[config.mk]
export PLATFORM = sky130hd
export DESIGN_NAME = bearer_token_shape_guard
export DESIGN_NICKNAME = d
export VERILOG_FILES = /design/src/rtl/btsg_pkg.sv /design/src/rtl/bearer_token_shape_guard.sv
export SDC_FILE = /design/constraint.sdc
export NUM_CORES = 1
export LEC_CHECK = 0
export ABC_AREA = 1
export BUFFER_PORTS_ARGS = -buffer_cell sky130_fd_sc_hd__buf_4
export CELL_PAD_IN_SITES_DETAIL_PLACEMENT = 1
export CELL_PAD_IN_SITES_GLOBAL_PLACEMENT = 2
export CORE_MARGIN = 4
export CORE_UTILIZATION = 35
export CTS_CLUSTER_DIAMETER = 30
export DETAILED_ROUTE_END_ITERATION = 10
export PLACE_DENSITY = 0.88
export SETUP_SLACK_MARGIN = 0.4
export SLEW_MARGIN = 0
export SYNTH_ARGS = -nofsm -noshare
export SYNTH_HDL_FRONTEND = slang
export SYNTH_SLANG_ARGS = --single-unit
[constraint.sdc]
create_clock -name i_clk -period 9.3 [get_ports i_clk]
set_input_delay 0.93 -clock i_clk [delete_from_list [all_inputs] [get_ports i_clk]]
set_output_delay 0.93 -clock i_clk [all_outputs]
set_load 0.005 [all_outputs]
[src/rtl/btsg_pkg.sv]
// btsg_pkg: types, constants and byte classifiers for the bearer token shape guard
// no dependencies; imported by bearer_token_shape_guard
package btsg_pkg;

    localparam int unsigned CFG_W   = 16;
    localparam int unsigned COUNT_W = 17;

    localparam logic [CFG_W-1:0]   MAX_TOKEN_RESET = 16'd8192;
    localparam logic [COUNT_W-1:0] COUNT_MAX       = 17'h1FFFF;

    localparam logic [7:0] BYTE_SP      = 8'h20;
    localparam logic [7:0] BYTE_HT      = 8'h09;
    localparam logic [7:0] BYTE_CR      = 8'h0D;
    localparam logic [7:0] BYTE_LEAD_C2 = 8'hC2;
    localparam logic [7:0] BYTE_NEL     = 8'h85;
    localparam logic [7:0] BYTE_NBSP    = 8'hA0;
    localparam logic [7:0] BYTE_DOT     = 8'h2E;
    localparam logic [7:0] BYTE_UPPER_A = 8'h41;
    localparam logic [7:0] BYTE_UPPER_Z = 8'h5A;
    localparam logic [7:0] BYTE_LOWER_A = 8'h61;
    localparam logic [7:0] BYTE_LOWER_Z = 8'h7A;
    localparam logic [7:0] BYTE_DIGIT_0 = 8'h30;
    localparam logic [7:0] BYTE_DIGIT_9 = 8'h39;
    localparam logic [7:0] BYTE_USCORE  = 8'h5F;
    localparam logic [7:0] BYTE_DASH    = 8'h2D;

    typedef enum logic [2:0] {
        PH_LEAD  = 3'd0,
        PH_SEG1  = 3'd1,
        PH_DOT1  = 3'd2,
        PH_SEG2  = 3'd3,
        PH_SEG3  = 3'd4,
        PH_TAIL  = 3'd5,
        PH_NOJWS = 3'd6
    } t_phase;

    typedef enum logic [1:0] {
        CAUSE_PASS  = 2'd0,
        CAUSE_EMPTY = 2'd1,
        CAUSE_LONG  = 2'd2,
        CAUSE_JWS   = 2'd3
    } t_cause;

    typedef struct packed {
        logic [7:0] token_byte;
        logic       last_byte;
        logic       empty_token;
    } t_tok_in;

    typedef struct packed {
        logic       refuse;
        logic [1:0] refuse_cause;
    } t_res_out;

    function automatic logic is_ws1(input logic [7:0] b);
        return (b == BYTE_SP) || ((b >= BYTE_HT) && (b <= BYTE_CR));
    endfunction

    function automatic logic is_pair_tail(input logic [7:0] b);
        return (b == BYTE_NEL) || (b == BYTE_NBSP);
    endfunction

    function automatic logic is_url_char(input logic [7:0] b);
        return ((b >= BYTE_UPPER_A) && (b <= BYTE_UPPER_Z)) ||
               ((b >= BYTE_LOWER_A) && (b <= BYTE_LOWER_Z)) ||
               ((b >= BYTE_DIGIT_0) && (b <= BYTE_DIGIT_9)) ||
               (b == BYTE_USCORE) || (b == BYTE_DASH);
    endfunction

endpackage

[src/rtl/bearer_token_shape_guard.sv]
// bearer_token_shape_guard: top level, trims a streamed credential and flags jws-shaped cores
// depends on btsg_pkg
//
// Bytes of one credential enter one per transaction on the i_tok channel, the final one
// with last_byte set; a zero-length credential is one transaction with empty_token set.
// Leading and trailing whitespace (09-0D, 20, and the pairs C2 85 / C2 A0) is trimmed and
// the core is checked against three dot-separated base64url segments, the third possibly
// empty. Exactly one verdict leaves on o_res per credential, on its last byte or empty mark:
// refuse_cause 1 empty after trim, 2 raw length above max_token_bytes, 3 jws-shaped, 0 pass.
// The block takes one byte every cycle while o_res is drained; each byte sits in the input
// register, and its verdict, set by the one-byte phase update, in the result register (o_res).
// A verdict held by a low i_res_ready stalls the next verdict byte. max_token_bytes resets
// to 8192; the user must write it via i_cfg_we / i_cfg_wdata only while idle (not enforced).
module bearer_token_shape_guard (
    input  logic                             i_clk,
    input  logic                             i_rst_n,
    input  logic                             i_cfg_we,
    input  logic [btsg_pkg::CFG_W-1:0]       i_cfg_wdata,
    input  logic                             i_tok_valid,
    output logic                             o_tok_ready,
    input  btsg_pkg::t_tok_in                i_tok,
    output logic                             o_res_valid,
    input  logic                             i_res_ready,
    output btsg_pkg::t_res_out               o_res
);
    import btsg_pkg::*;

    logic [CFG_W-1:0]   r_max;
    logic               r_in_valid;
    t_tok_in            r_in;
    t_phase             r_phase, n_phase;
    logic               r_pend, n_pend;
    logic [COUNT_W-1:0] r_count, n_count;
    logic               r_res_valid;
    t_res_out           r_res;
    t_cause             cause;
    logic               has_result;
    logic               out_free;
    logic               s1_go;

    assign out_free    = !r_res_valid || i_res_ready;
    assign has_result  = r_in.empty_token || r_in.last_byte;
    assign s1_go       = r_in_valid && (!has_result || out_free);
    assign o_tok_ready = !r_in_valid || s1_go;
    assign o_res_valid = r_res_valid;
    assign o_res       = r_res;

    // next phase
    always_comb begin
        n_pend  = 1'b0;
        n_count = (r_count == COUNT_MAX) ? r_count : r_count + {{(COUNT_W-1){1'b0}}, 1'b1};
        unique case (r_phase)
            PH_LEAD, PH_TAIL: begin
                if (r_pend) begin
                    n_phase = is_pair_tail(r_in.token_byte) ? r_phase : PH_NOJWS;
                end else if (is_ws1(r_in.token_byte)) begin
                    n_phase = r_phase;
                end else if (r_in.token_byte == BYTE_LEAD_C2) begin
                    n_phase = r_phase;
                    n_pend  = 1'b1;
                end else if (r_phase == PH_LEAD && is_url_char(r_in.token_byte)) begin
                    n_phase = PH_SEG1;
                end else begin
                    n_phase = PH_NOJWS;
                end
            end
            PH_SEG1: begin
                if (is_url_char(r_in.token_byte)) begin
                    n_phase = PH_SEG1;
                end else begin
                    n_phase = (r_in.token_byte == BYTE_DOT) ? PH_DOT1 : PH_NOJWS;
                end
            end
            PH_DOT1: begin
                n_phase = is_url_char(r_in.token_byte) ? PH_SEG2 : PH_NOJWS;
            end
            PH_SEG2: begin
                if (is_url_char(r_in.token_byte)) begin
                    n_phase = PH_SEG2;
                end else begin
                    n_phase = (r_in.token_byte == BYTE_DOT) ? PH_SEG3 : PH_NOJWS;
                end
            end
            PH_SEG3: begin
                if (is_url_char(r_in.token_byte)) begin
                    n_phase = PH_SEG3;
                end else if (is_ws1(r_in.token_byte)) begin
                    n_phase = PH_TAIL;
                end else if (r_in.token_byte == BYTE_LEAD_C2) begin
                    n_phase = PH_TAIL;
                    n_pend  = 1'b1;
                end else begin
                    n_phase = PH_NOJWS;
                end
            end
            default: begin
                n_phase = PH_NOJWS;
            end
        endcase
    end

    // verdict
    always_comb begin
        if (r_in.empty_token) begin
            cause = CAUSE_EMPTY;
        end else if (n_phase == PH_LEAD && !n_pend) begin
            cause = CAUSE_EMPTY;
        end else if (n_count > {1'b0, r_max}) begin
            cause = CAUSE_LONG;
        end else if (n_phase == PH_SEG3 || (n_phase == PH_TAIL && !n_pend)) begin
            cause = CAUSE_JWS;
        end else begin
            cause = CAUSE_PASS;
        end
    end

    always_ff @(posedge i_clk) begin
        if (!i_rst_n) begin
            r_max       <= MAX_TOKEN_RESET;
            r_in_valid  <= 1'b0;
            r_phase     <= PH_LEAD;
            r_pend      <= 1'b0;
            r_count     <= '0;
            r_res_valid <= 1'b0;
        end else begin
            if (i_cfg_we) begin
                r_max <= i_cfg_wdata;
            end
            if (o_tok_ready) begin
                r_in_valid <= i_tok_valid;
            end
            if (s1_go) begin
                if (has_result) begin
                    r_phase <= PH_LEAD;
                    r_pend  <= 1'b0;
                    r_count <= '0;
                end else begin
                    r_phase <= n_phase;
                    r_pend  <= n_pend;
                    r_count <= n_count;
                end
            end
            if (s1_go && has_result) begin
                r_res_valid <= 1'b1;
            end else if (i_res_ready) begin
                r_res_valid <= 1'b0;
            end
        end
    end

    always_ff @(posedge i_clk) begin
        if (o_tok_ready && i_tok_valid) begin
            r_in <= i_tok;
        end
        if (s1_go && has_result) begin
            r_res.refuse       <= (cause != CAUSE_PASS);
            r_res.refuse_cause <= cause;
        end
    end

`ifndef SYNTHESIS
    a_rearm_after_verdict: assert property (@(posedge i_clk) disable iff (!i_rst_n)
        s1_go && has_result |=> r_phase == PH_LEAD && !r_pend && r_count == '0)
        else $error("state not rearmed after verdict");

    a_pend_only_in_ws: assert property (@(posedge i_clk) disable iff (!i_rst_n)
        r_pend |-> (r_phase == PH_LEAD || r_phase == PH_TAIL))
        else $error("pending lead byte outside whitespace phase");

    a_refuse_matches_cause: assert property (@(posedge i_clk) disable iff (!i_rst_n)
        o_res_valid |-> (o_res.refuse == (o_res.refuse_cause != CAUSE_PASS)))
        else $error("refuse flag disagrees with cause");

    a_no_result_overwrite: assert property (@(posedge i_clk) disable iff (!i_rst_n)
        r_res_valid && !i_res_ready |=> r_res_valid && $stable(r_res))
        else $error("waiting result lost or changed");
`endif

endmodule

==> flow_summary.toml <==
[clock_network]
hold_buffers = 0
post-cts-setup-buffers = 0
htreeDepth = 2
clkTransAtPathRegs_ps = 90
cts.path.max_buffers = 2
cts_tree = "built"
cts_root_buffer = "clkbuf_8"
clock_sinks = 52
cts_resized = 0
clk_latency_ps = 310
cts_made_buffers = 5

[floorplanning]
ios = 36
die_w_um = 106
initial_core_util_pct = 36.1
fp.dieArea_mm2 = 0.0111
rows = 35
core-area_mm2 = 0.00924
die_h_um = 106

[timing]
hold_viol_final = 0
setup_ws_ps = 5950
finalSetupViolations = 0
rsz0062_at_grt = "false"
min_period_ps = 3350
finalMaxSlewViolations = 0
tightest_slew_ps = 861
slew_headroom_pct = 42.6
clock_skew_ps = 5.90
post-route-period-util_pct = 36.0
fin_setup_tns_ps = 0
timing.fmax_ghz = 0.299

[final_layout]
num-fill-cells = 1235
areaGrowthSynthToFinish_pct = 14.3
final_cell_mix = "nand2_1 (121), inv_1 (68), a21oi_1 (47)"
final_area_mm2 = 0.00381
drive_above_1_share_pct = 16.3
layout_commonest_cell = "nand2_1"
stdcell_count = 649
diodes = 0
fin_nets = 567

[job]
max_cap_viol_count = 0

[status]
outcome = "finished clean"

[synthesis]
netlist_area_mm2 = 0.00333
synthArstFlopShare_pct = 0
synth_seq_area_share_pct = 35.1
ys.flop_type = "dfxtp_1"
synth_area_leader_cell = "dfxtp_1"
syn-num-nets = 535
synth_cells = 487
synth_area_per_cell_um2 = 6.84
synth-edff-count = 13
synth_area_leaders = "dfxtp_1 (23%), nand2_1 (14%), edfxtp_1 (12%)"
yosys.area.top_type_share_pct = 23.4
ys_ff_latch = 52
synth.distinct_cells = 33
synth_warnings = 0

[critical_path]
cp.required_ps = 9370
startpoint = "r_count[0]$_SDFFE_PN0P_"
critPathLaunchType = "register"
worst-r2r-setup-slack_ps = 5950
cp_slowest_cell = "dfxtp_1"
crit_type = "reg2reg"
end_kind = "register"
max_stage_delay_ps = 410
cp.arrival_ps = 3410
reg2reg_from = "r_count[0]$_SDFFE_PN0P_"
crit_chain = "ha_1 -> inv_1 -> nor3_2 -> inv_1 -> nor3_2 -> nand3_1 -> nand3_1 -> xnor2_1 -> ha_1 -> a21oi_1 -> nor2_1 -> a211oi_1 -> nor2_1 -> nor2_1 -> nand3_1 -> nor2b_1 -> a21oi_2 -> nand2_1"
rr_endpoint = "o_res[2]$_DFFE_PP_"
path_max_fanout = 5
reg2reg_depth = 18

[placement]
dpl_cell_area_mm2 = 0.00372
gp_congestion = 0.885
dpl.cell_count = 641
port_buffers = 35
place_ws_ps = 5990
hpwlAfterDp_um = 7290

[drt]
top_layer_used = "met4"
wl_met1_um = 3790
antenna_left = 0
drtIter0Drc = 112
wire_per_inst_um = 13.8
vias = 3143
drc_errors = 0
vias_per_cell = 4.84
wl_um = 8940
route.met3.wl_um = 128
firstDrtPassIters = 4
met2_length_um = 4950

[global_route]
antenna_found_initial = 0
gr-total-overflow = 0
grt_pass1_vias = 3286
grt_max_degree = 30
grt_pass1_wl_um = 15400
track_usage_pct = 16.8

[power]
vdd_drop_max_mv = 0.0646
p_leak_nw = 1.64
power.density_mw_per_mm2 = 119

[min_path]
hold_path.class = "reg2reg"
worst_hold_path.num_cells = 2
min_to = "r_max[9]$_SDFFE_PN0P_"
worstHoldStart = "r_max[9]$_SDFFE_PN0P_"
## flip-flops by register name (all words and copies together), names as in the netlist
name / count
o_res_valid: 1
r_max: 16
r_in: 10
r_count: 17
r_phase: 3
r_in_valid: 1
o_res: 3
r_pend: 1
## routing by layer
metal	track usage, %	up-vias
met4	2.78	0
met1	19.2	1486
met2	33.6	22
li1	-	1628
met3	1.90	7
met5	0	-
## where the power goes
part | switching (W) | internal (W) | leakage [nW]
Sequential | 0.00000626 | 0.000242 | 0.444
Clock | 0.0000782 | 0.0000527 | 0.0479
Combinational | 0.0000453 | 0.0000289 | 1.15
## through the flow
stage | power (W) | util [%] | hold WS, ps
floorplan | 0.000301 | - | 439
global placement | 0.000326 | 40.3 | 455
detailed placement | 0.000328 | 40.3 | 456
CTS | 0.000460 | 41.2 | 473
global route | 0.000484 | 41.2 | 510
finish | 0.000453 | 41.2 | 477
## synthesized netlist by cell type (2+ instances only)
cell / count
o21ai_0: 22
inv_1: 68
inv_2: 6
nor2_2: 9
nor2_4: 2
nor3_1: 11
clkbuf_1: 11
nor2_1: 43
edfxtp_1: 13
a21oi_1: 47
ha_1: 17
nand2_1: 121
a21oi_2: 6
nor4_1: 2
nand2_2: 12
xor2_1: 7
nand4_1: 8
xnor2_1: 3
nand3_1: 22
o21bai_1: 3
a31oi_1: 2
dfxtp_1: 39
nor3_2: 2
nand3b_1: 2
## critical path, delay by kind of cell, from the launching register on
kind | cells | cell delay (ps)
AO/OA/AOI/OAI | 3 | 460
XOR/XNOR | 1 | 180
adder cells (fa/ha/maj) | 2 | 520
buffers and inverters | 2 | 200
flip-flops | 1 | 410
AND/OR/NAND/NOR | 10 | 1330
## worst max path at each step
stage                          to  depth (start not counted)
4_1_cts        o_res[2]$_DFFE_PP_                         18
5_1_grt        o_res[2]$_DFFE_PP_                         20
3_5_place_dp   o_res[2]$_DFFE_PP_                         18
2_1_floorplan  o_res[2]$_DFFE_PP_                         16
3_3_place_gp   o_res[2]$_DFFE_PP_                         18
6_report       o_res[2]$_DFFE_PP_                         18
## area by class of cell
cell class | instances | area, um2 | share of cell area (%)
sequential | 52 | 1170 | 30.7
inverter | 75 | 282 | 7.39
timing repair buffer | 36 | 270 | 7.09
tap | 129 | 161 | 4.24
multi-input combinational | 349 | 1840 | 48.2
clock buffer | 5 | 68.8 | 1.81
clock inverter | 3 | 18.8 | 0.493
## kinds of logic after synthesis
logic type               Yosys count  synth area share [%]
AND/OR/NAND/NOR                  239                  32.4
buffers and inverters             86                  9.69
AO/OA/AOI/OAI                     83                  13.7
flip-flops                        52                  35.1
adder cells (fa/ha/maj)           17                  6.38
XOR/XNOR                          10                  2.63
(Power assumes the default switching activity.)
